$ cat config.mk
export PLATFORM = sky130hd
export DESIGN_NAME = vvm_ram
export DESIGN_NICKNAME = d
export VERILOG_FILES = /design/src/sv/vvm_ram.sv
export SDC_FILE = /design/constraint.sdc
export NUM_CORES = 1
export LEC_CHECK = 0
export ABC_AREA = 0
export BUFFER_PORTS_ARGS = -buffer_cell sky130_fd_sc_hd__buf_4
export CAP_MARGIN = 25
export CORE_AREA = 2 2 131 95
export DETAILED_ROUTE_END_ITERATION = 16
export DIE_AREA = 0 0 133 97
export GPL_TIMING_DRIVEN = 0
export RECOVER_POWER = 25
export SLEW_MARGIN = 20
export SYNTH_ARGS = -nofsm -noshare
export SYNTH_HDL_FRONTEND = slang
export SYNTH_SLANG_ARGS = --single-unit
$ cat constraint.sdc
create_clock -name clk_i -period 4.5 [get_ports clk_i]
set_input_delay 0.225 -clock clk_i [delete_from_list [all_inputs] [get_ports clk_i]]
set_output_delay 0.225 -clock clk_i [all_outputs]
set_load 0.03 [all_outputs]
$ cat src/sv/vvm_ram.sv
// ----------------------------------------------------------------------------
// vvm_ram
// Generic single-write, single-read RAM with registered read data.
// ----------------------------------------------------------------------------
module vvm_ram #(
  parameter int WIDTH = 8,
  parameter int DEPTH = 16
) (
  input  logic                     clk_i,
  input  logic                     we_i,
  input  logic [$clog2(DEPTH)-1:0] waddr_i,
  input  logic [WIDTH-1:0]         wdata_i,
  input  logic [$clog2(DEPTH)-1:0] raddr_i,
  output logic [WIDTH-1:0]         rdata_o
);

  logic [WIDTH-1:0] mem_q [DEPTH];

  always_ff @(posedge clk_i) begin
    if (we_i) begin
      mem_q[waddr_i] <= wdata_i;
    end
    rdata_o <= mem_q[raddr_i];
  end

endmodule

==> flow_metrics.tcl, run 1 <==
set metrics [dict create \
    diodes 0 \
    synthMuxAreaShare_pct 15.0 \
    p_switching_mw 0.581 \
    seq_area_um2 4000 \
    slowest_delay_ns 0.73 \
    num_io_pins 26 \
    crit_chain "buf_4, or3b_2, nor2_1" \
    cp.required_ns 4.52 \
    switching_share_pct 20.3 \
    h-tree-depth 4 \
    die_x_um 133 \
    ys_types 19 \
    worst_slack_ns 2.91 \
    crit_fanout 8 \
    io_buffers 24 \
    setup-tns-final_ns 0 \
    arrival_ns 1.61 \
    netlist.area_leader.share_pct 74.7 \
    syn_to_final_growth_pct 18.0 \
    synthCells 229 \
    slew_headroom_pct 38.2 \
    tightest_slew_ns 0.924 \
    yosys_warnings 0 \
    synthXorXnorAreaFrac_pct 0 \
    synth_compound_area_share_pct 2.33 \
    hold_violations 0 \
    ant_nets 0 \
    crit_path_end_kind "register" \
    drc 0 \
    firstDrtPassIters 4 \
    min_to "mem_q[15][5]" \
    worstSetupStartpointType "input pin" \
    wire_per_inst_um 22.5 \
    netlist_area_um2 5150 \
    max_freq_mhz 630 \
    crit_family "simple AND/OR/NAND/NOR gates" \
    cts_tree "yes" \
    drv_cap 0 \
    synth_top_family_by_area "multiplexers" \
    internal_power_mw 2.28 \
    reg2reg_slack_ns 3.01 \
    vias 2360 \
    routed_wl_um 9920 \
    fin_skew_ns 0.00591 \
    fin_crit_sh_pct 35.3 \
    synth-simple-area-share_pct 3.18 \
    gp_congestion 0.742 \
    synth-main-ff-cell "edfxtp_1" \
    die_h_um 97 \
    fillers 892 \
    setup_violations 0 \
    hold_start "wdata_i[5]" \
    combPwrFrac_pct 5.6 \
    drive_above_1_share_pct 28.1 \
    clk_latency_ns 0.41 \
    grt_max_degree 17 \
    cp.depth 3 \
    timing.rr.end "rdata_o[3]" \
    rows 33 \
    drv_slew 0 \
    track_usage_pct 16.9 \
    ys_top_cells_by_area "edfxtp_1 (75%), mux4_2 (7.9%), mux4_1 (7.1%)" \
    seq_area_frac_synth_pct 77.8 \
    grt-ovfl-total 0 \
    cp.buffers_inverters 1 \
    multi_input_area_um2 1080 \
    grt_pass1_wl_um 15100 \
    synth_top_area_cell "edfxtp_1" \
    power_frac_clock_pct 44.6 \
    clk_pin_slew_ns 0.05 \
    p_per_area_nw_per_um2 471 \
    cts_root_buf "clkbuf_16" \
    hold_depth 1 \
    status "completed" \
    syn_avg_cell_area_um2 22.5 \
    design.die.area_um2 12900 \
    hp-class "input pin to register" \
    layout.nets 290 \
    drt_iter0_drc 222 \
    hold_buffers 0 \
    cts_buffers 17 \
    cts_setup_buffers 0 \
    cts_resized 0 \
    pwr-share-seq_pct 49.8 \
    initial_core_util_pct 44.7 \
    clockBufferDepth 2 \
    dp_hpwl_um 6450 \
    synth_fa_ha_area_share_pct 0 \
    core_area_um2 11500 \
    synth_edf_count 128 \
    reg2reg_from "mem_q[9][3]" \
    async_flop_share_pct 0 \
    yosysMostFrequentCell "edfxtp_1" \
    path_class "input pin to register" \
    cts_sinks 136 \
    grt_pass1_vias 2380 \
    irDropWorstVdd_uv 306 \
    synth.top_cells.by_count "edfxtp_1 (128), mux4_2 (18), a22oi_1 (16)" \
    cellLeakagePower_nw 2.01 \
    dp_slack_ns 2.47 \
    slowest_stage "nor2_1" \
    vias_per_cell 5.34 \
    syn-num-nets 247 \
    ys_ff_latch 136 \
    rsz0062_at_grt "false" \
    rr_worst_depth 3 \
    antenna_found_initial 0 \
    finalCriticalPeriod_ns 1.59 \
]
==> logic make-up (layout without fill, tap and decap cells) <==
family | after synthesis | count (layout)
buffers and inverters | 10 | 66
AND/OR/NAND/NOR | 35 | 35
multiplexers | 32 | 32
flip-flops | 136 | 136
AO/OA/AOI/OAI | 16 | 16
==> power by group through the flow <==
stage | registers [mW] | logic [mW] | clock network, mW
finish | 1.42 | 0.159 | 1.28
global route | 1.43 | 0.172 | 1.35
CTS | 1.42 | 0.164 | 1.30
detailed placement | 1.45 | 0.163 | 0
global placement | 1.45 | 0.160 | 0
floorplan | 1.47 | 0.0719 | 0
==> flip-flops by register name (all words and copies together), names as in the netlist <==
| name | count |
|---|---|
| rdata_o | 8 |
| mem_q | 128 |
==> worst max-delay path by stage <==
stage,slack (ns),start,endpoint
after global routing,2.85,waddr_i[2],mem_q[3][1]
final,2.91,waddr_i[2],mem_q[3][1]
after detailed placement,2.47,waddr_i[2],mem_q[3][1]
after global placement,2.19,waddr_i[2],mem_q[0][7]
after CTS,2.91,waddr_i[2],mem_q[3][1]
after floorplan,2.78,waddr_i[2],mem_q[0][0]
==> worst register-to-register path, cell delays in order, from the launching register on <==
cell      delay [ns]
edfxtp_1        0.35
mux4_1          0.57
a22oi_1         0.29
nand2_1         0.13
==> layout by cell type, fill, tap and decap left out, types with 3 or more instances in the layout <==
cell type	n
buf_2	3
mux4_2	18
mux4_1	14
buf_4	19
nor3_2	4
a22oi_1	16
clkbuf_8	3
nor2_1	13
clkbuf_16	17
clkdlybuf4s25_2	3
nand2_1	9
clkbuf_1	9
clkinv_2	6
edfxtp_1	128
buf_6	3
dfxtp_1	8
==> per-layer routing <==
layer  vias to the layer above  wire, um  global-route usage, %
met5                         -         0                      0
met1                      1220      4250                   25.6
met4                         0        91                   6.70
li1                       1059         -                      -
met2                        75      4670                   23.4
met3                         6       914                   4.51
==> cell type report <==
class	count	share of cell area [%]
Multi-Input combinational cell	83	17.7
Tap cell	157	3.23
Buffer	10	1.42
Timing Repair Buffer	24	2.60
Clock buffer	23	7.87
Sequential cell	136	65.9
Clock inverter	9	1.24
==> metrics by stage <==
step                area, um^2  util [%]  hold slack, ns  power, mW  instances
floorplan                 5150         -           0.324       1.54        229
detailed placement        5540      48.1           0.569       1.61        410
global placement          5520      48.0           0.554       1.61        410
finish                    6070      52.7           0.154       2.86        442
global route              6070      52.7           0.168       2.95        442
CTS                       6100      52.9           0.142       2.88        442
No activity file was read; power rests on OpenSTA's default activity.
==> inputs of run 2 (changes only) <==
clock period = 1.45 ns   (was 4.5 ns; I/O delays follow)
==> run 2 against run 1 <==
  * Combinational power increased to 3.2 times the previous value
  * Non-clock buffer count increased by 5
  * Critical endpoint is now rdata_o[1]
  * Design area increased by 2.1%
==> flow_metrics.tcl, run 2 (synthesis gave the netlist of run 1 again) <==
set metrics [dict create \
    status "completed" \
    critical_path.endpoint "rdata_o[1]" \
    num_io_pins 26 \
    wire_per_inst_um 23.3 \
    vias 2430 \
    slowest_delay_ns 0.57 \
    fin_crit_sh_pct 98.5 \
    clk_pin_slew_ns 0.06 \
    combPwrFrac_pct 5.4 \
    cts_buffers 17 \
    cp.required_ns 1.73 \
    track_usage_pct 17.6 \
    design.die.area_um2 12900 \
    crit_path_end_kind "register" \
    arrival_ns 1.71 \
    ant_nets 0 \
    final_cell_mix "edfxtp_1 (128), buf_4 (20), mux4_2 (18)" \
    cts_setup_buffers 0 \
    antenna_found_initial 0 \
    reg2reg_from "mem_q[9][1]" \
    multi_input_area_um2 1090 \
    rows 33 \
    die_x_um 133 \
    rr_worst_depth 3 \
    cts_sinks 136 \
    largest_register_ffs 128 \
    hp-class "input pin to register" \
    cts_tree "yes" \
    fin_hold_ws_ns 0.113 \
    final_util_pct 53.9 \
    setup_violations 0 \
    hold_violations 0 \
    grt-ovfl-total 0 \
    grt_pass1_wl_um 15700 \
    switching_share_pct 19.5 \
    fin_skew_ns 0.0126 \
    crit_path_start "mem_q[9][1]" \
    syn_to_final_growth_pct 20.5 \
    clk_latency_ns 0.42 \
    finalCriticalPeriod_ns 1.43 \
    diodes 0 \
    irDropWorstVdd_uv 1180 \
    dp_hpwl_um 6600 \
    drc 0 \
    gp_congestion 0.779 \
    initial_core_util_pct 44.7 \
    layout.nets 295 \
    power_frac_clock_pct 48.0 \
    reg2reg_slack_ns 0.02 \
    grt_max_degree 17 \
    reg.largest.list "mem_q x128, rdata_o x8" \
    vias_per_cell 5.44 \
    drv_cap 0 \
    core_area_um2 11500 \
    fillers 881 \
    pwr-share-seq_pct 46.7 \
    drive_above_1_share_pct 27.6 \
    crit_fanout 1 \
    tightest_slew_ns 0.898 \
    clockBufferDepth 2 \
    grt_pass1_vias 2454 \
    timing.rr.end "rdata_o[1]" \
    final_common_cell "edfxtp_1" \
    h-tree-depth 4 \
    crit_chain "mux4_1, a22oi_1, nand2_1" \
    firstDrtPassIters 4 \
    internal_power_mw 7.63 \
    seq_area_um2 4000 \
    p_switching_mw 1.85 \
    drt_iter0_drc 222 \
    slowest_stage "mux4_1" \
    io_buffers 24 \
    routed_wl_um 10400 \
    p_total_mw 9.48 \
    rsz0062_at_grt "false" \
    cts_root_buf "clkbuf_16" \
    max_freq_mhz 700 \
    die_h_um 97 \
    worstSetupStartpointType "register" \
    path_class "register to register" \
    drv_slew 0 \
    p_per_area_nw_per_um2 1530 \
    slew_headroom_pct 39.9 \
    cellLeakagePower_nw 2.07 \
    largest_register "mem_q" \
]
## run 2: cell count changes in the layout (fill, tap and decap cells not counted)
cell           delta
buf_4             +1
clkinv_2          -2
a22oi_1           -2
bufinv_16         +4
a22oi_2           +2
dlygate4sd3_1     +5
clkbuf_8          -3
clkinv_1          +2
clkinvlp_4        -2
## run 2: per-layer routing
metal  global-route usage, %  part of all wire, %
met2                    25.2                   47
met3                    5.92                  6.1
met5                       0                    0
met1                    25.4                   46
met4                    6.37                  1.1
## run 2: power by group through the flow
stage | clock network, mW | registers (mW) | logic [mW]
2_1_floorplan | 0 | 4.55 | 0.223
3_3_place_gp | 0 | 4.50 | 0.501
3_5_place_dp | 0 | 4.50 | 0.511
4_1_cts | 4.62 | 4.42 | 0.523
5_1_grt | 4.79 | 4.43 | 0.548
6_report | 4.54 | 4.42 | 0.512
## run 2: worst max-delay path, delay by kind of cell, from the launching register on
kind               cells  cell delay (ns)
AOI/OAI and AO/OA      1             0.29
DFF                    1             0.35
muxes                  1             0.57
and+or+nand+nor        1             0.09
## run 2: worst min-delay path by stage
stage	startpoint	end	slack [ns]	cells past startpoint
2_1_floorplan	wdata_i[0]	mem_q[0][0]	0.17	0
3_3_place_gp	wdata_i[5]	mem_q[7][5]	0.41	1
3_5_place_dp	wdata_i[5]	mem_q[6][5]	0.42	1
4_1_cts	wdata_i[4]	mem_q[13][4]	0.00004	1
5_1_grt	waddr_i[0]	mem_q[12][1]	0.11	2
6_report	waddr_i[1]	mem_q[12][1]	0.11	2
## run 2: final cells by class
cell class,instances,share of cell area [%]
buffer,10,1.39
timing repair buffer,29,3.41
clock inverter,11,2.86
sequential,136,64.5
tap,157,3.17
clock buffer,21,7.10
multi-input combinational,83,17.5
## run 2: through the flow
| stage | setup slack, ns | std cells | setup TNS, ns | cell area, um^2 |
|---|---|---|---|---|
| finish | 0.0221 | 447 | 0 | 6200 |
| floorplan | 0.111 | 229 | 0 | 5150 |
| detailed placement | -0.355 | 410 | -13.76 | 5540 |
| CTS | 0.0210 | 447 | 0 | 6210 |
| global placement | -0.417 | 410 | -20.62 | 5530 |
| global route | 0.00580 | 447 | 0 | 6200 |
## run 2: what timing repair did
action / in CTS / in global routing
hold buffers: 5 / 0
endpoints found under the setup margin: 0 / 2
hold endpoints to repair: 67 / 0
gates resized for setup: 0 / 2
==> inputs of run 3 (changes only) <==
PLACE_DENSITY_LB_ADDON = 0.3   (was default)
==> run 3 against run 2 <==
  * Die area is the same
  * Clock skew decreased by 0.0049 ns
  * Design area decreased by 1.3%
  * Critical path depth unchanged
  * Clock power shrank 11%
  * Global-route usage decreased by 0.15 points
  * Largest power group is now sequential cells
==> flow_metrics.tcl, run 3 (synthesis gave the netlist of run 1 again) <==
set metrics [dict create \
    status "completed" \
    largest_register "mem_q" \
    core_area_um2 11500 \
    drc 0 \
    setup_violations 0 \
    grt-ovfl-total 0 \
    crit_path_end_kind "register" \
    final_common_cell "edfxtp_1" \
    clk_latency_ns 0.41 \
    path_class "register to register" \
    cellLeakagePower_nw 2.03 \
    die_h_um 97 \
    gp_congestion 0.685 \
    slowest_stage "mux4_1" \
    p_per_area_nw_per_um2 1470 \
    die_x_um 133 \
    seq_area_um2 4000 \
    hp-class "input pin to register" \
    rsz0062_at_grt "false" \
    dp_slack_ns -0.391 \
    h-tree-depth 4 \
    p_total_mw 8.99 \
    antenna_found_initial 0 \
    combPwrFrac_pct 5.7 \
    fin_crit_sh_pct 96.0 \
    ant_nets 0 \
    worst_slack_ns 0.0583 \
    multi_input_area_um2 1080 \
    pwr-share-seq_pct 49.2 \
    dp_hpwl_um 6450 \
    num_io_pins 26 \
    cts_setup_buffers 0 \
    switching_share_pct 20.4 \
    worstSetupStartpointType "register" \
    internal_power_mw 7.16 \
    io_buffers 24 \
    setup-tns-final_ns 0 \
    p_switching_mw 1.83 \
    irDropWorstVdd_uv 886 \
    final_util_pct 53.2 \
    crit_family "multiplexers" \
    layout.nets 294 \
    cts_sinks 136 \
    drv_cap 0 \
    crit_chain "mux4_1, a22oi_2, nand2_1" \
    wire_per_inst_um 23.4 \
    track_usage_pct 17.5 \
    rows 33 \
    cts_tree "yes" \
    design.die.area_um2 12900 \
    drt_iter0_drc 236 \
    drive_above_1_share_pct 27.7 \
    slew_headroom_pct 43.4 \
    power_frac_clock_pct 45.1 \
    routed_wl_um 10400 \
    cp.buffers_inverters 0 \
    drv_slew 0 \
    final_cell_mix "edfxtp_1 (128), buf_4 (19), mux4_2 (18)" \
    hold_violations 0 \
    grt_max_degree 17 \
    vias 2409 \
    cts_root_buf "clkbuf_16" \
    clk_pin_slew_ns 0.06 \
    grt_pass1_vias 2480 \
    post-place-cells 410 \
    finalNonFillerCells 446 \
    grt_pass1_wl_um 15400 \
    tightest_slew_ns 0.846 \
    initial_core_util_pct 44.7 \
    cp.required_ns 1.73 \
    slowest_delay_ns 0.59 \
    clockBufferDepth 2 \
    arrival_ns 1.67 \
    finalCriticalPeriod_ns 1.39 \
    diodes 0 \
    cts_buffers 17 \
    crit_fanout 1 \
    firstDrtPassIters 5 \
    reg.largest.list "mem_q x128, rdata_o x8" \
    fin_skew_ns 0.00774 \
    syn_to_final_growth_pct 19.0 \
    largest_register_ffs 128 \
    max_freq_mhz 719 \
    vias_per_cell 5.40 \
    fillers 895 \
]
[run 3: changes by cell type in the layout (fill, tap and decap cells not counted), sizes merged]
cell and delta:
bufinv -3, clkbuf +2, clkinvlp +2, buf -1, dlygate4sd3 -1
[run 3: area by class of cell]
type | instances | share of cell area, %
multi-input combinational | 83 | 17.7
timing repair buffer | 28 | 3.23
buffer | 10 | 1.41
clock inverter | 10 | 1.72
sequential | 136 | 65.4
tap | 157 | 3.21
clock buffer | 22 | 7.41
[run 3: final timing paths]
| kind | start | end | slack, ns | cells after the start |
|---|---|---|---|---|
| worst min-delay path | waddr_i[1] | mem_q[4][0] | 0.12 | 2 |
| worst min register to register | mem_q[11][1] | rdata_o[1] | 0.68 | 3 |
| worst max-delay path | mem_q[6][0] | rdata_o[0] | 0.06 | 3 |
| worst max register to register | mem_q[6][0] | rdata_o[0] | 0.06 | 3 |
[run 3: what timing repair did]
action                     CTS  global route
hold buffers                 4             0
setup endpoints to repair    1             0
hold endpoints to repair    48             0
resized for setup            1             0
[run 3: power by group through the flow]
stage / logic, mW / registers, mW / clock network (mW)
CTS: 0.527 / 4.42 / 4.10
global route: 0.546 / 4.43 / 4.30
floorplan: 0.223 / 4.55 / 0
global placement: 0.501 / 4.49 / 0
finish: 0.512 / 4.42 / 4.05
detailed placement: 0.512 / 4.50 / 0
[run 3: metal layers]
layer | GRT usage (%) | share of wire, % | wire length, um | up-vias
met3 | 5.61 | 8.6 | 900 | 6
met4 | 6.45 | 0.59 | 62 | 0
li1 | - | - | - | 1068
met2 | 24.5 | 45 | 4670 | 106
met1 | 25.8 | 46 | 4800 | 1229
met5 | 0 | 0 | 0 | -
[run 3: per-stage QoR]
| step | cell area, um^2 | hold WS [ns] |
|---|---|---|
| floorplan | 5150 | 0.171 |
| global placement | 5530 | 0.397 |
| detailed placement | 5540 | 0.408 |
| CTS | 6150 | 0.00291 |
| global route | 6130 | 0.115 |
| finish | 6130 | 0.121 |
